File: src/rtl/aec_pkg.sv
// shared constants, types and register codes for the auto exposure controller
package aec_pkg;

  localparam int SAMPLE_COUNT_LOG2 = 10;

  localparam int SAMPLE_W   = 8;
  localparam int EXPOSURE_W = 12;
  localparam int CFG_INDEX_W = 3;
  localparam int CFG_DATA_W  = 12;
  localparam int FRAME_W    = 7;
  localparam int STEP_W     = 10;
  localparam int ADDR_W     = 16;

  // configuration register indexes
  localparam logic [CFG_INDEX_W-1:0] CFG_TARGET_LEVEL       = 3'd0;
  localparam logic [CFG_INDEX_W-1:0] CFG_BLACK_LEVEL        = 3'd1;
  localparam logic [CFG_INDEX_W-1:0] CFG_PERIOD_LOG2        = 3'd2;
  localparam logic [CFG_INDEX_W-1:0] CFG_EXPOSURE_MIN       = 3'd3;
  localparam logic [CFG_INDEX_W-1:0] CFG_EXPOSURE_MAX       = 3'd4;
  localparam logic [CFG_INDEX_W-1:0] CFG_SATURATION_LEVEL   = 3'd5;
  localparam logic [CFG_INDEX_W-1:0] CFG_SATURATION_MAX_PCT = 3'd6;

  // register reset values
  localparam logic [7:0]            TARGET_LEVEL_RESET     = 8'd100;
  localparam logic [7:0]            BLACK_LEVEL_RESET      = 8'd16;
  localparam logic [2:0]            PERIOD_LOG2_RESET      = 3'd2;
  localparam logic [EXPOSURE_W-1:0] EXPOSURE_MIN_RESET     = 12'd16;
  localparam logic [EXPOSURE_W-1:0] EXPOSURE_MAX_RESET     = 12'd1180;
  localparam logic [7:0]            SATURATION_LEVEL_RESET = 8'd250;
  localparam logic [6:0]            SATURATION_PCT_RESET   = 7'd2;
  localparam logic [EXPOSURE_W-1:0] EXPOSURE_RESET         = 12'h46B;

  // sensor registers
  localparam logic [ADDR_W-1:0] REG_HOLD   = 16'h0104;
  localparam logic [ADDR_W-1:0] REG_EXP_HI = 16'h0202;
  localparam logic [ADDR_W-1:0] REG_EXP_LO = 16'h0203;

  // control law constants
  localparam int PERCENT_SCALE  = 100;
  localparam int HIGHLIGHT_GAIN = 160;
  localparam int HIGHLIGHT_BASE = 16;
  localparam int STEP_LIMIT     = 32;

  // words of a group-hold write sequence
  localparam logic [1:0] WORD_HOLD_SET   = 2'd0;
  localparam logic [1:0] WORD_EXP_HI     = 2'd1;
  localparam logic [1:0] WORD_EXP_LO     = 2'd2;
  localparam logic [1:0] WORD_HOLD_CLEAR = 2'd3;

  typedef struct packed {
    logic [7:0]            target_level;
    logic [7:0]            black_level;
    logic [2:0]            period_log2;
    logic [EXPOSURE_W-1:0] exposure_min;
    logic [EXPOSURE_W-1:0] exposure_max;
    logic [7:0]            saturation_level;
    logic [6:0]            saturation_max_percent;
  } cfg_t;

  typedef struct packed {
    logic                add;
    logic                frame_end;
    logic [SAMPLE_W-1:0] sample;
  } accum_ctl_t;

endpackage

File: src/rtl/aec_in_if.sv
// input channel: grid samples and frame-end events
interface aec_in_if;
  logic       valid;
  logic       ready;
  logic       action;
  logic [7:0] sample;

  modport source (output valid, output action, output sample, input ready);
  modport sink (input valid, input action, input sample, output ready);
endinterface

File: src/rtl/aec_out_if.sv
// output channel: sensor register writes and status words
interface aec_out_if;
  logic        valid;
  logic        ready;
  logic        write_valid;
  logic [15:0] reg_address;
  logic [7:0]  reg_value;
  logic [11:0] exposure;
  logic        last;

  modport source (output valid, output write_valid, output reg_address, output reg_value,
                  output exposure, output last, input ready);
  modport sink (input valid, input write_valid, input reg_address, input reg_value,
                input exposure, input last, output ready);
endinterface

File: src/rtl/aec_accum.sv
// frame statistics: saturating sample sum, clipped sample count, frame counter
module aec_accum #(
  parameter int SAMPLE_COUNT_LOG2 = aec_pkg::SAMPLE_COUNT_LOG2
) (
  input  logic                         clk,
  input  logic                         rst,
  input  aec_pkg::accum_ctl_t          ctl,
  input  aec_pkg::cfg_t                cfg,
  output logic [SAMPLE_COUNT_LOG2+7:0] sum,
  output logic [SAMPLE_COUNT_LOG2:0]   sat,
  output logic                         update_due
);

  localparam int SUM_W = SAMPLE_COUNT_LOG2 + 8;
  localparam int CNT_W = SAMPLE_COUNT_LOG2 + 1;

  logic [SUM_W:0]                  sum_wide;
  logic [SUM_W-1:0]                sum_next;
  logic [CNT_W-1:0]                sat_next;
  logic [aec_pkg::FRAME_W-1:0]     frame_counter;
  logic [aec_pkg::FRAME_W-1:0]     frame_counter_next;
  logic [aec_pkg::FRAME_W-1:0]     period_mask;

  always_comb begin
    sum_wide = {1'b0, sum} + (SUM_W + 1)'(ctl.sample);
    sum_next = sum_wide[SUM_W] ? {SUM_W{1'b1}} : sum_wide[SUM_W-1:0];
    sat_next = sat;
    if (ctl.sample >= cfg.saturation_level && sat != {CNT_W{1'b1}}) begin
      sat_next = sat + CNT_W'(1);
    end
    frame_counter_next = frame_counter + aec_pkg::FRAME_W'(1);
    period_mask = ~({aec_pkg::FRAME_W{1'b1}} << cfg.period_log2);
    update_due = (frame_counter_next & period_mask) == '0;
  end

  always_ff @(posedge clk) begin
    if (rst) begin
      sum <= '0;
      sat <= '0;
      frame_counter <= '0;
    end else if (ctl.frame_end) begin
      sum <= '0;
      sat <= '0;
      frame_counter <= frame_counter_next;
    end else if (ctl.add) begin
      sum <= sum_next;
      sat <= sat_next;
    end
  end

endmodule

File: src/rtl/aec_update.sv
// proportional exposure step with highlight override and limit clamp
module aec_update #(
  parameter int SAMPLE_COUNT_LOG2 = aec_pkg::SAMPLE_COUNT_LOG2
) (
  input  logic [SAMPLE_COUNT_LOG2+7:0]        sum,
  input  logic [SAMPLE_COUNT_LOG2:0]          sat,
  input  aec_pkg::cfg_t                       cfg,
  input  logic [aec_pkg::EXPOSURE_W-1:0]      exposure,
  output logic [aec_pkg::EXPOSURE_W-1:0]      exposure_next,
  output logic                                changed
);

  localparam int N       = SAMPLE_COUNT_LOG2;
  localparam int CNT_W   = N + 1;
  localparam int SCALE_W = N + 8;
  localparam int GAIN_W  = N + 9;
  localparam int STEP_W  = aec_pkg::STEP_W;
  localparam int EXP_W   = aec_pkg::EXPOSURE_W;
  localparam int E_W     = EXP_W + 2;

  logic [7:0]                mean;
  logic [8:0]                level_diff;
  logic [7:0]                level;
  logic signed [9:0]         err;
  logic signed [STEP_W-1:0]  step_raw;
  logic signed [STEP_W-1:0]  step;
  logic signed [STEP_W-1:0]  down;
  logic signed [STEP_W-1:0]  step_final;
  logic [SCALE_W-1:0]        sat_scaled;
  logic [SCALE_W-1:0]        pct_scaled;
  logic                      highlight;
  logic [GAIN_W-1:0]         sat_gain;
  logic [8:0]                gain_hi;
  logic signed [E_W-1:0]     e_sum;
  logic signed [E_W-1:0]     e_min;
  logic signed [E_W-1:0]     e_clamped;

  always_comb begin
    mean = sum[N+7:N];
    level_diff = {1'b0, mean} - {1'b0, cfg.black_level};
    level = level_diff[8] ? 8'd0 : level_diff[7:0];
    err = $signed({2'b00, cfg.target_level}) - $signed({2'b00, level});
    step_raw = STEP_W'(err >>> 3);
    step = step_raw;
    if (step_raw > $signed(STEP_W'(aec_pkg::STEP_LIMIT))) begin
      step = STEP_W'(aec_pkg::STEP_LIMIT);
    end else if (step_raw < -$signed(STEP_W'(aec_pkg::STEP_LIMIT))) begin
      step = -$signed(STEP_W'(aec_pkg::STEP_LIMIT));
    end

    sat_scaled = SCALE_W'(sat) * SCALE_W'(aec_pkg::PERCENT_SCALE);
    pct_scaled = SCALE_W'({cfg.saturation_max_percent, {N{1'b0}}});
    highlight = sat_scaled > pct_scaled;
    sat_gain = GAIN_W'(sat) * GAIN_W'(aec_pkg::HIGHLIGHT_GAIN);
    gain_hi = sat_gain[N+8:N];
    down = -$signed(STEP_W'(aec_pkg::HIGHLIGHT_BASE) + {1'b0, gain_hi});
    step_final = (highlight && down < step) ? down : step;

    e_sum = $signed({2'b00, exposure}) + E_W'(step_final);
    e_min = (e_sum < $signed({2'b00, cfg.exposure_min})) ?
            $signed({2'b00, cfg.exposure_min}) : e_sum;
    e_clamped = (e_min > $signed({2'b00, cfg.exposure_max})) ?
                $signed({2'b00, cfg.exposure_max}) : e_min;
    exposure_next = e_clamped[EXP_W-1:0];
    changed = exposure_next != exposure;
  end

endmodule

File: src/rtl/aec_seq.sv
// output sequencer: one status word or a four-word group-hold write sequence
module aec_seq (
  input  logic                           clk,
  input  logic                           rst,
  input  logic                           start,
  input  logic                           start_write,
  input  logic [aec_pkg::EXPOSURE_W-1:0] exposure,
  output logic                           can_load,
  aec_out_if.source                      results
);

  logic       busy;
  logic       is_write;
  logic [1:0] word_index;
  logic       word_last;

  always_comb begin
    word_last = !is_write || word_index == aec_pkg::WORD_HOLD_CLEAR;
    can_load = !busy || (results.ready && word_last);

    results.valid = busy;
    results.write_valid = is_write;
    results.exposure = exposure;
    results.last = word_last;
    results.reg_address = '0;
    results.reg_value = '0;
    if (is_write) begin
      unique case (word_index)
        aec_pkg::WORD_HOLD_SET: begin
          results.reg_address = aec_pkg::REG_HOLD;
          results.reg_value = 8'd1;
        end
        aec_pkg::WORD_EXP_HI: begin
          results.reg_address = aec_pkg::REG_EXP_HI;
          results.reg_value = 8'(exposure[aec_pkg::EXPOSURE_W-1:8]);
        end
        aec_pkg::WORD_EXP_LO: begin
          results.reg_address = aec_pkg::REG_EXP_LO;
          results.reg_value = exposure[7:0];
        end
        aec_pkg::WORD_HOLD_CLEAR: begin
          results.reg_address = aec_pkg::REG_HOLD;
          results.reg_value = 8'd0;
        end
        default: begin
          results.reg_address = '0;
          results.reg_value = '0;
        end
      endcase
    end
  end

  always_ff @(posedge clk) begin
    if (rst) begin
      busy <= 1'b0;
      is_write <= 1'b0;
      word_index <= aec_pkg::WORD_HOLD_SET;
    end else if (start) begin
      busy <= 1'b1;
      is_write <= start_write;
      word_index <= aec_pkg::WORD_HOLD_SET;
    end else if (busy && results.ready) begin
      if (word_last) begin
        busy <= 1'b0;
      end else begin
        word_index <= word_index + 2'd1;
      end
    end
  end

endmodule

File: src/rtl/auto_exposure_controller.sv
// top level of the auto exposure controller
// One grid sample is taken per clock while no frame end is held, and costs no output word; it
// passes an input register and is then added into the frame statistics. A frame end gives one
// status word, or four sensor register writes when an update is due and the exposure changes,
// each word one cycle at the output when the sink is ready. A frame end is held in the input
// register until the output sequencer has delivered the last word of the previous frame end,
// and the input stalls while it is held there. The exposure update itself is computed in the
// cycle the frame end leaves the input register.
module auto_exposure_controller #(
  parameter int SAMPLE_COUNT_LOG2 = aec_pkg::SAMPLE_COUNT_LOG2
) (
  input  logic                            clk,
  input  logic                            rst,
  input  logic                            cfg_write,
  input  logic [aec_pkg::CFG_INDEX_W-1:0] cfg_index,
  input  logic [aec_pkg::CFG_DATA_W-1:0]  cfg_data,
  aec_in_if.sink                          samples,
  aec_out_if.source                       results
);

  aec_pkg::cfg_t                       cfg;
  aec_pkg::accum_ctl_t                 accum_ctl;
  logic                                stage_valid;
  logic                                stage_action;
  logic [aec_pkg::SAMPLE_W-1:0]        stage_sample;
  logic                                stage_fire;
  logic                                frame_fire;
  logic                                can_load;
  logic [SAMPLE_COUNT_LOG2+7:0]        sum;
  logic [SAMPLE_COUNT_LOG2:0]          sat;
  logic                                update_due;
  logic [aec_pkg::EXPOSURE_W-1:0]      exposure_lines;
  logic [aec_pkg::EXPOSURE_W-1:0]      exposure_new;
  logic                                changed;
  logic                                do_write;

  always_ff @(posedge clk) begin
    if (rst) begin
      cfg.target_level <= aec_pkg::TARGET_LEVEL_RESET;
      cfg.black_level <= aec_pkg::BLACK_LEVEL_RESET;
      cfg.period_log2 <= aec_pkg::PERIOD_LOG2_RESET;
      cfg.exposure_min <= aec_pkg::EXPOSURE_MIN_RESET;
      cfg.exposure_max <= aec_pkg::EXPOSURE_MAX_RESET;
      cfg.saturation_level <= aec_pkg::SATURATION_LEVEL_RESET;
      cfg.saturation_max_percent <= aec_pkg::SATURATION_PCT_RESET;
    end else if (cfg_write) begin
      unique case (cfg_index)
        aec_pkg::CFG_TARGET_LEVEL:       cfg.target_level <= cfg_data[7:0];
        aec_pkg::CFG_BLACK_LEVEL:        cfg.black_level <= cfg_data[7:0];
        aec_pkg::CFG_PERIOD_LOG2:        cfg.period_log2 <= cfg_data[2:0];
        aec_pkg::CFG_EXPOSURE_MIN:       cfg.exposure_min <= cfg_data;
        aec_pkg::CFG_EXPOSURE_MAX:       cfg.exposure_max <= cfg_data;
        aec_pkg::CFG_SATURATION_LEVEL:   cfg.saturation_level <= cfg_data[7:0];
        aec_pkg::CFG_SATURATION_MAX_PCT: cfg.saturation_max_percent <= cfg_data[6:0];
        default: begin
        end
      endcase
    end
  end

  // input register
  always_comb begin
    stage_fire = stage_valid && (!stage_action || can_load);
    frame_fire = stage_fire && stage_action;
    samples.ready = !stage_valid || stage_fire;
    accum_ctl.add = stage_fire && !stage_action;
    accum_ctl.frame_end = frame_fire;
    accum_ctl.sample = stage_sample;
    do_write = update_due && changed;
  end

  always_ff @(posedge clk) begin
    if (rst) begin
      stage_valid <= 1'b0;
    end else if (samples.ready) begin
      stage_valid <= samples.valid;
    end
  end

  always_ff @(posedge clk) begin
    if (samples.ready && samples.valid) begin
      stage_action <= samples.action;
      stage_sample <= samples.sample;
    end
  end

  always_ff @(posedge clk) begin
    if (rst) begin
      exposure_lines <= aec_pkg::EXPOSURE_RESET;
    end else if (frame_fire && do_write) begin
      exposure_lines <= exposure_new;
    end
  end

  aec_accum #(
    .SAMPLE_COUNT_LOG2 (SAMPLE_COUNT_LOG2)
  ) u_accum (
    .clk        (clk),
    .rst        (rst),
    .ctl        (accum_ctl),
    .cfg        (cfg),
    .sum        (sum),
    .sat        (sat),
    .update_due (update_due)
  );

  aec_update #(
    .SAMPLE_COUNT_LOG2 (SAMPLE_COUNT_LOG2)
  ) u_update (
    .sum           (sum),
    .sat           (sat),
    .cfg           (cfg),
    .exposure      (exposure_lines),
    .exposure_next (exposure_new),
    .changed       (changed)
  );

  aec_seq u_seq (
    .clk         (clk),
    .rst         (rst),
    .start       (frame_fire),
    .start_write (do_write),
    .exposure    (exposure_lines),
    .can_load    (can_load),
    .results     (results)
  );

endmodule

File: src/flat_wrapper.sv
// flat-port wrapper written by rule: the top's interface ports become plain ports
module auto_exposure_controller_flat 
#(
  parameter int SAMPLE_COUNT_LOG2 = aec_pkg::SAMPLE_COUNT_LOG2
)
  (clk, rst, cfg_write, cfg_index, cfg_data, samples_valid, samples_action, samples_sample, samples_ready, results_valid, results_write_valid, results_reg_address, results_reg_value, results_exposure, results_last, results_ready);
  aec_in_if samples_i ();
  aec_out_if results_i ();
  input  logic clk;
  input  logic rst;
  input  logic cfg_write;
  input  logic [aec_pkg::CFG_INDEX_W-1:0] cfg_index;
  input  logic [aec_pkg::CFG_DATA_W-1:0] cfg_data;
  input wire logic [$bits(samples_i.valid)-1:0] samples_valid;
  input wire logic [$bits(samples_i.action)-1:0] samples_action;
  input wire logic [$bits(samples_i.sample)-1:0] samples_sample;
  output wire logic [$bits(samples_i.ready)-1:0] samples_ready;
  output wire logic [$bits(results_i.valid)-1:0] results_valid;
  output wire logic [$bits(results_i.write_valid)-1:0] results_write_valid;
  output wire logic [$bits(results_i.reg_address)-1:0] results_reg_address;
  output wire logic [$bits(results_i.reg_value)-1:0] results_reg_value;
  output wire logic [$bits(results_i.exposure)-1:0] results_exposure;
  output wire logic [$bits(results_i.last)-1:0] results_last;
  input wire logic [$bits(results_i.ready)-1:0] results_ready;
  assign samples_i.valid = samples_valid;
  assign samples_i.action = samples_action;
  assign samples_i.sample = samples_sample;
  assign samples_ready = samples_i.ready;
  assign results_valid = results_i.valid;
  assign results_write_valid = results_i.write_valid;
  assign results_reg_address = results_i.reg_address;
  assign results_reg_value = results_i.reg_value;
  assign results_exposure = results_i.exposure;
  assign results_last = results_i.last;
  assign results_i.ready = results_ready;
  auto_exposure_controller #(.SAMPLE_COUNT_LOG2(SAMPLE_COUNT_LOG2)) u_core (.clk(clk), .rst(rst), .cfg_write(cfg_write), .cfg_index(cfg_index), .cfg_data(cfg_data), .samples(samples_i), .results(results_i));
endmodule
File: config.mk
export PLATFORM = sky130hd
export DESIGN_NAME = auto_exposure_controller_flat
export DESIGN_NICKNAME = d
export VERILOG_FILES = /design/src/rtl/aec_pkg.sv /design/src/rtl/aec_in_if.sv /design/src/rtl/aec_out_if.sv /design/src/rtl/aec_accum.sv /design/src/rtl/aec_update.sv /design/src/rtl/aec_seq.sv /design/src/rtl/auto_exposure_controller.sv /design/src/flat_wrapper.sv
export SDC_FILE = /design/constraint.sdc
export NUM_CORES = 1
export LEC_CHECK = 0
export ABC_AREA = 1
export BUFFER_PORTS_ARGS = -buffer_cell sky130_fd_sc_hd__buf_2
export CAP_MARGIN = 5
export CORE_ASPECT_RATIO = 1.75
export CORE_MARGIN = 8
export CORE_UTILIZATION = 49
export DETAILED_ROUTE_END_ITERATION = 10
export PLACE_DENSITY = 0.67
export SYNTH_ARGS = -nofsm -noshare
export SYNTH_HDL_FRONTEND = slang
export SYNTH_SLANG_ARGS = --single-unit
File: constraint.sdc
create_clock -name clk -period 11.37 [get_ports clk]
set_input_delay 1.7055 -clock clk [delete_from_list [all_inputs] [get_ports clk]]
set_output_delay 1.7055 -clock clk [all_outputs]
set_load 0.1 [all_outputs]
Word level (Yosys, flattened, before mapping) --
Index checks and enable logic that the tools add are counted.
Operators by class: bitwise operators 3, shift-type cells 1, equality and inequality tests 11, reduce and logical (&&, ||, !) cells 35, $lt $le $gt $ge 7, mux-type cells 14, multiply operators 2, $add $sub $neg 9, div/mod/pow operators 0
Operator list (number):
- case mux 16 bit (3 select lines) | 1
- case mux 8 bit (4 select lines) | 1
- 2-to-1 mux 10 bit | 3
- AND reduction 2 bit | 10
- adder 18 x 8 -> 19 bit | 1
- > comparator 18 x 17 -> 1 bit | 1
- 2-to-1 mux 18 bit | 1
- subtractor 8 x 8 -> 9 bit | 2
- multiplier 11 x 5 -> 16 bit (second input constant) | 1
- 2-to-1 mux 16 bit | 1
- 2-to-1 mux 8 bit | 2
- adder 13 x 10 -> 14 bit | 1
- > comparator 14 x 13 -> 1 bit | 1
- < comparator 14 x 13 -> 1 bit | 1
- multiplier 11 x 3 -> 14 bit (second input constant) | 1
- 2-to-1 mux 14 bit | 1
- 2-to-1 mux 12 bit | 1
- != test 12 bit | 1
- adder 11 x 1 -> 11 bit (second input constant) | 1
- != test 11 bit (second input constant) | 1
- adder 5 x 9 -> 10 bit (first input constant) | 1
- logical AND 1 bit | 10
- < comparator 10 bit | 1
- negation 10 bit | 1
- 22 further kinds | 36
Word-level totals: bits of input ports 29, flip-flop bits (word level) 120, memory bits (writable) 0, bits in read-only memories 0, memories 0, output and inout bits 40, latch bits 0

Depth between registers and ports, before layout --
depth in word-level cells 17, mapped depth 82, depth with buffers taken out 80

By module --
A second synthesis with hierarchy kept.
Unflattened totals: cells, all modules 1546, area, all modules 10505.1 sq um
Modules (own cells, without submodules):
- aec_update | seq. area each 0.0 sq um, instances 1, cells an instance 682, area each 4413.0 sq um
- auto_exposure_controller | seq. area each 1691.6 sq um, instances 1, cells an instance 397, area each 3055.4 sq um
- aec_accum | seq. area each 720.7 sq um, instances 1, cells an instance 379, area each 2488.6 sq um
- aec_seq | seq. area each 80.1 sq um, instances 1, cells an instance 88, area each 548.0 sq um

Worst setup path after synthesis --
No wires, ideal clock.
path kind reg-to-reg, start point register u_core.u_accum.sat[3], end point register u_core.exposure_lines[10] (netlist bit), path slack 1322 ps, library setup time 64 ps, cell stages (with the launch flop) 67, arrival 9984 ps, period minus slack after synthesis 10048 ps, data required time 11306 ps, path buffers 5, cell sequence dfxtp_1 > ha_1 > ha_1 > fa_1 > ha_1 > a21oi_1 > o21bai_1 > a21o_1 > a21oi_1 > nor2_1 > o21ai_0 > nand2_1 > a21o_1 > a21oi_1 > xor2_1 > ha_1 > and3_1 > a21boi_0 > [... 31 more ...] > nand2_1 > a21oi_1 > a211oi_1 > o21ai_0 > o31ai_1 > nand2_4 > nand2_4 > buf_6 > nand2_1 > nand3_1 > nand2_1 > nand2_1 > nor2_2 > nand3_4 > nand2_4 > buf_6 > nand2_1 > nand3_1
On the way: word-level cells in the longest chain between the ends 14, elaborated cells on any way between the ends 16, classes of those cells 3 x add/sub; 2 x mul; 4 x order compare; 1 x eq/ne; 3 x mux; 3 x reduce/logical
Ends and longest elaborated chain:
- start: declaration | RTL line aec_accum.sv:10 | output logic [SAMPLE_COUNT_LOG2:0] sat,
- start signal: assignment | RTL line aec_accum.sv:47 | sat <= sat_next;
- multiplier 11 x 3 -> 14 bit | RTL line aec_update.sv:54 | sat_gain = GAIN_W'(sat) * GAIN_W'(aec_pkg::HIGHLIGHT_GAIN);
- adder 5 x 9 -> 10 bit | RTL line aec_update.sv:56 | down = -$signed(STEP_W'(aec_pkg::HIGHLIGHT_BASE) + {1'b0, gain_hi});
- negation 10 bit | RTL line aec_update.sv:56
- < comparator 10 bit | RTL line aec_update.sv:57 | step_final = (highlight && down < step) ? down : step;
- logical AND 1 bit | RTL line aec_update.sv:57
- 2-to-1 mux 10 bit * | RTL line aec_update.sv:57
- adder 13 x 10 -> 14 bit * | RTL line aec_update.sv:59 | e_sum = $signed({2'b00, exposure}) + E_W'(step_final);
- < comparator 14 x 13 -> 1 bit | RTL line aec_update.sv:60 | e_min = (e_sum < $signed({2'b00, cfg.exposure_min})) ?
- 2-to-1 mux 14 bit * | RTL line aec_update.sv:60
- > comparator 14 x 13 -> 1 bit | RTL line aec_update.sv:62 | e_clamped = (e_min > $signed({2'b00, cfg.exposure_max})) ?
- 2-to-1 mux 12 bit * | RTL line aec_update.sv:62
- != test 12 bit | RTL line aec_update.sv:65 | changed = exposure_next != exposure;
- logical AND 1 bit | RTL line auto_exposure_controller.sv:69 | do_write = update_due && changed;
- logical AND 1 bit | RTL line auto_exposure_controller.sv:90 | end else if (frame_fire && do_write) begin
- end signal: assignment | RTL line auto_exposure_controller.sv:89 | exposure_lines <= aec_pkg::EXPOSURE_RESET;
- end signal: assignment | RTL line auto_exposure_controller.sv:91 | exposure_lines <= exposure_new;
- end: declaration | RTL line auto_exposure_controller.sv:32 | logic [aec_pkg::EXPOSURE_W-1:0] exposure_lines;
Mark *: on every way between the ends. The rest lies on a longest branch, timed or not. A chain may end at the register's enable or synchronous reset.

Final worst setup path --
start point register u_core.u_accum.sat[3], end point register u_core.exposure_lines[8] (netlist bit)
Same word-level chain as after synthesis.

==> out/results.txt <==
Most common cell on crit path = nand2_1
Slew @ Worst Pin = 0.958 ns
FF-to-FF setup slack = 0.80 ns
Status = completed
Hold EP = u_core.cfg[49]
Peak VDD IR = 0.000138 V
Number of port buffers = 57
Setup TNS = 0 ns
Critical path class = flip-flop to flip-flop
Die height = 201 um
Top cell type's share of synthesized area = 23.2%
Setup crit end kind = flip-flop
CP Data Arrival Time = 10.89 ns
Fill count = 1,883
Post-synth ARST share = 0%
Dpl hpwl = 21,900 um
Sink Count = 120
Synthesized netlist cell count = 1,333
Sequential element share of the synthesized area = 26.0%
Instance count on the critical path = 67
# nets final = 1,587
Cell Rows = 68
Clock transition at path regs = 0.06 ns
TritonCTS clock tree = yes
Max-cap violations = 0
Final max-slew violation count = 0
Main flop type after synthesis = dfxtp_1
Initial DRC count = 568
CP required = 11.69 ns
Largest stage delay, worst path = 0.50 ns
Routed WL = 27,600 um
Met3 WL = 992 um
Core area = 19,500 um^2
Io pins = 69
Drt wl/cell = 16.6 um
Pin count of the biggest net entering global routing = 76
EDFF count, synth = 9
Post-route ant nets = 0
Highest metal used = met4
M1 WL = 9800 um
DR vias = 9,011
Global-route wire length before repair = 42,700 um
Die Width = 122 um
Leak pwr = 5.59 nW
Worst R2R Path Depth = 67
Worst Clk Skew = 0.00985 ns
# DRC = 0
Via-per-instance ratio = 5.43
GP Congestion = 1.01
Initial Utilization = 49.3%
Hold path startpoint = u_core.cfg[49]
Clock insertion delay at the later pin of the skew report = 0.43 ns
Fin area = 11,000 um^2
Antenna violations before repair = 0
Worst slew margin = 36.0%
Worst-path cell with the longest stage delay = fa_1
Die Footprint = 24,500 um^2
Worst Slack Setup Final = 0.799 ns
Mapped Area = 9600 um^2
Crit path max-delay family = compound AO/OA/AOI/OAI gates
Crit Path Max Fanout = 12
ANT cells = 0
Post-synthesis register bit count = 120
Root cell of the clock tree = clkbuf_16
Clock Tree Buf Depth = 2
Fin util = 56.3%
Layout cells sized above 1 = 11.3%
Pre-antenna DRT Iters = 7
Synth warnings = 0
Final worst path period need = 10.57 ns
Vias in the first global route = 8,643
Power Dens Cells = 171 nW/um^2
Global route total overflow = 0
Worst hold path type = flip-flop to flip-flop
Worst r2r src = u_core.u_accum.sat[3]
DR WL met2 = 14,900 um
Setup violators final = 0
Hold Fails Final Rpt = 0
CP Buf/Inv Count = 8
H-tree Lvls = 4
Fmax = 94.6 MHz
Post-synth top area cell = dfxtp_1
Post-Syn Area per Cell = 7.20 um^2
Hold path depth = 2
Synth top cells by count = 240 x nand2_1, 217 x inv_1, 146 x ha_1
Setup WS pre-CTS = 0.206 ns
Count leader, synth = nand2_1
TritonCTS Buffers = 17
DP Area = 10,100 um^2
Area grow syn2layout = 14.4%
Netlist cell types = 47
Crit start category = flip-flop
Crit share post-route = 93.0%
Global Route Usage Sum = 22.5%
Ranking of synthesized cells by area = dfxtp_1 23%, ha_1 19%, nand2_1 9.4%
Critical R2R Capture = u_core.exposure_lines[8]
## metrics by stage
step	total power [mW]	instances	hold slack (ns)
6_report	1.88	1661	0.458
5_1_grt	1.99	1661	0.483
4_1_cts	1.78	1646	0.463
3_5_place_dp	1.15	1614	0.455
3_3_place_gp	1.15	1614	0.447
2_1_floorplan	0.975	1343	0.433
## cell families after synthesis
family | Yosys count | synth area share (%)
adder cells (fa/ha/maj) | 155 | 20.9
other | 2 | 0.0782
AND/OR/NAND/NOR | 489 | 22.4
AO/OA/AOI/OAI | 260 | 15.3
flip-flops | 120 | 26.0
buffers and inverters | 257 | 10.7
XOR/XNOR | 50 | 4.56
## sequential cells by signal (all words and copies together), names as in the netlist
name	flops
u_core.cfg	58
u_core.exposure_lines	12
u_core.stage_action	1
u_core.stage_sample	8
u_core.stage_valid	1
u_core.u_accum.frame_counter	7
u_core.u_accum.sat	11
u_core.u_accum.sum	18
u_core.u_seq.results.valid	1
u_core.u_seq.results.write_valid	1
u_core.u_seq.word_index	2
## worst max-delay path by stage
| stage | from | endpoint | slack [ns] |
|---|---|---|---|
| after global routing | u_core.u_accum.sat[0] | u_core.exposure_lines[11] | -0.07 |
| after floorplan | u_core.u_accum.sat[3] | u_core.exposure_lines[10] | 1.32 |
| after detailed placement | u_core.u_accum.sat[3] | u_core.exposure_lines[7] | 0.21 |
| after global placement | u_core.u_accum.sat[3] | u_core.exposure_lines[7] | 0.35 |
| final | u_core.u_accum.sat[3] | u_core.exposure_lines[8] | 0.80 |
| after CTS | u_core.u_accum.sat[3] | u_core.exposure_lines[7] | 0.11 |
## metal layers
layer | GRT usage [%] | vias up
met1 | 20.9 | 4174
met4 | 15.4 | 0
met3 | 3.70 | 103
li1 | - | 4513
met2 | 42.6 | 221
met5 | 0 | -
## repair_timing
item | 4_1_cts | 5_1_grt
gates resized for setup | 0 | 24
hold buffers | 0 | 0
setup buffers | 0 | 13
endpoints found under the setup margin | 0 | 13
## worst reg2reg max path, delay by kind of cell, from the launching register on
kind	cells	cell delay, ns
DFF	1	0.37
AOI/OAI and AO/OA	22	3.19
buffers and inverters	8	0.86
adders and majority gates	10	3.15
xor gates and xnor gates	2	0.46
and+or+nand+nor	25	2.39
## placed cells by master, fill, tap and decap left out, types with 3 or more instances in the layout
cell	Yosys	final
nand4_1	12	12
a21oi_1	109	106
dfxtp_1	111	108
clkbuf_1	22	3
nand3_1	81	80
nor2_1	99	99
or2_2	9	9
a21o_1	5	5
buf_4	13	20
inv_1	217	215
bufinv_16	0	5
o211ai_1	17	17
nor3b_1	3	3
xor2_1	34	32
nand3b_1	4	4
o21a_1	11	11
conb_1	2	12
nand2_4	4	3
a211oi_1	5	4
o221ai_1	4	4
o21ai_0	88	87
o21bai_1	4	4
o22ai_1	3	3
clkbuf_16	0	18
edfxtp_1	9	9
nand2_1	240	240
buf_2	1	57
nor3_1	14	14
fa_1	9	9
nand2_2	12	13
a31oi_1	4	4
xnor2_1	16	16
ha_1	146	144
nand3_2	2	3
a21oi_2	0	3
## report_power, final
group | internal, mW | switching [mW]
sequential | 0.442 | 0.0147
clock | 0.416 | 0.207
combinational | 0.286 | 0.513
## final cells by class
cell class | instances | area, um^2 | area share (%)
multi-input cells | 968 | 6220 | 56.7
flip-flops and latches | 120 | 2500 | 22.8
inverters | 218 | 818 | 7.46
clock buffers | 23 | 489 | 4.46
repair buffers | 78 | 455 | 4.15
well taps | 245 | 307 | 2.79
clock inverters | 9 | 185 | 1.69
Note: power is estimated with default switching activity, not from simulation.
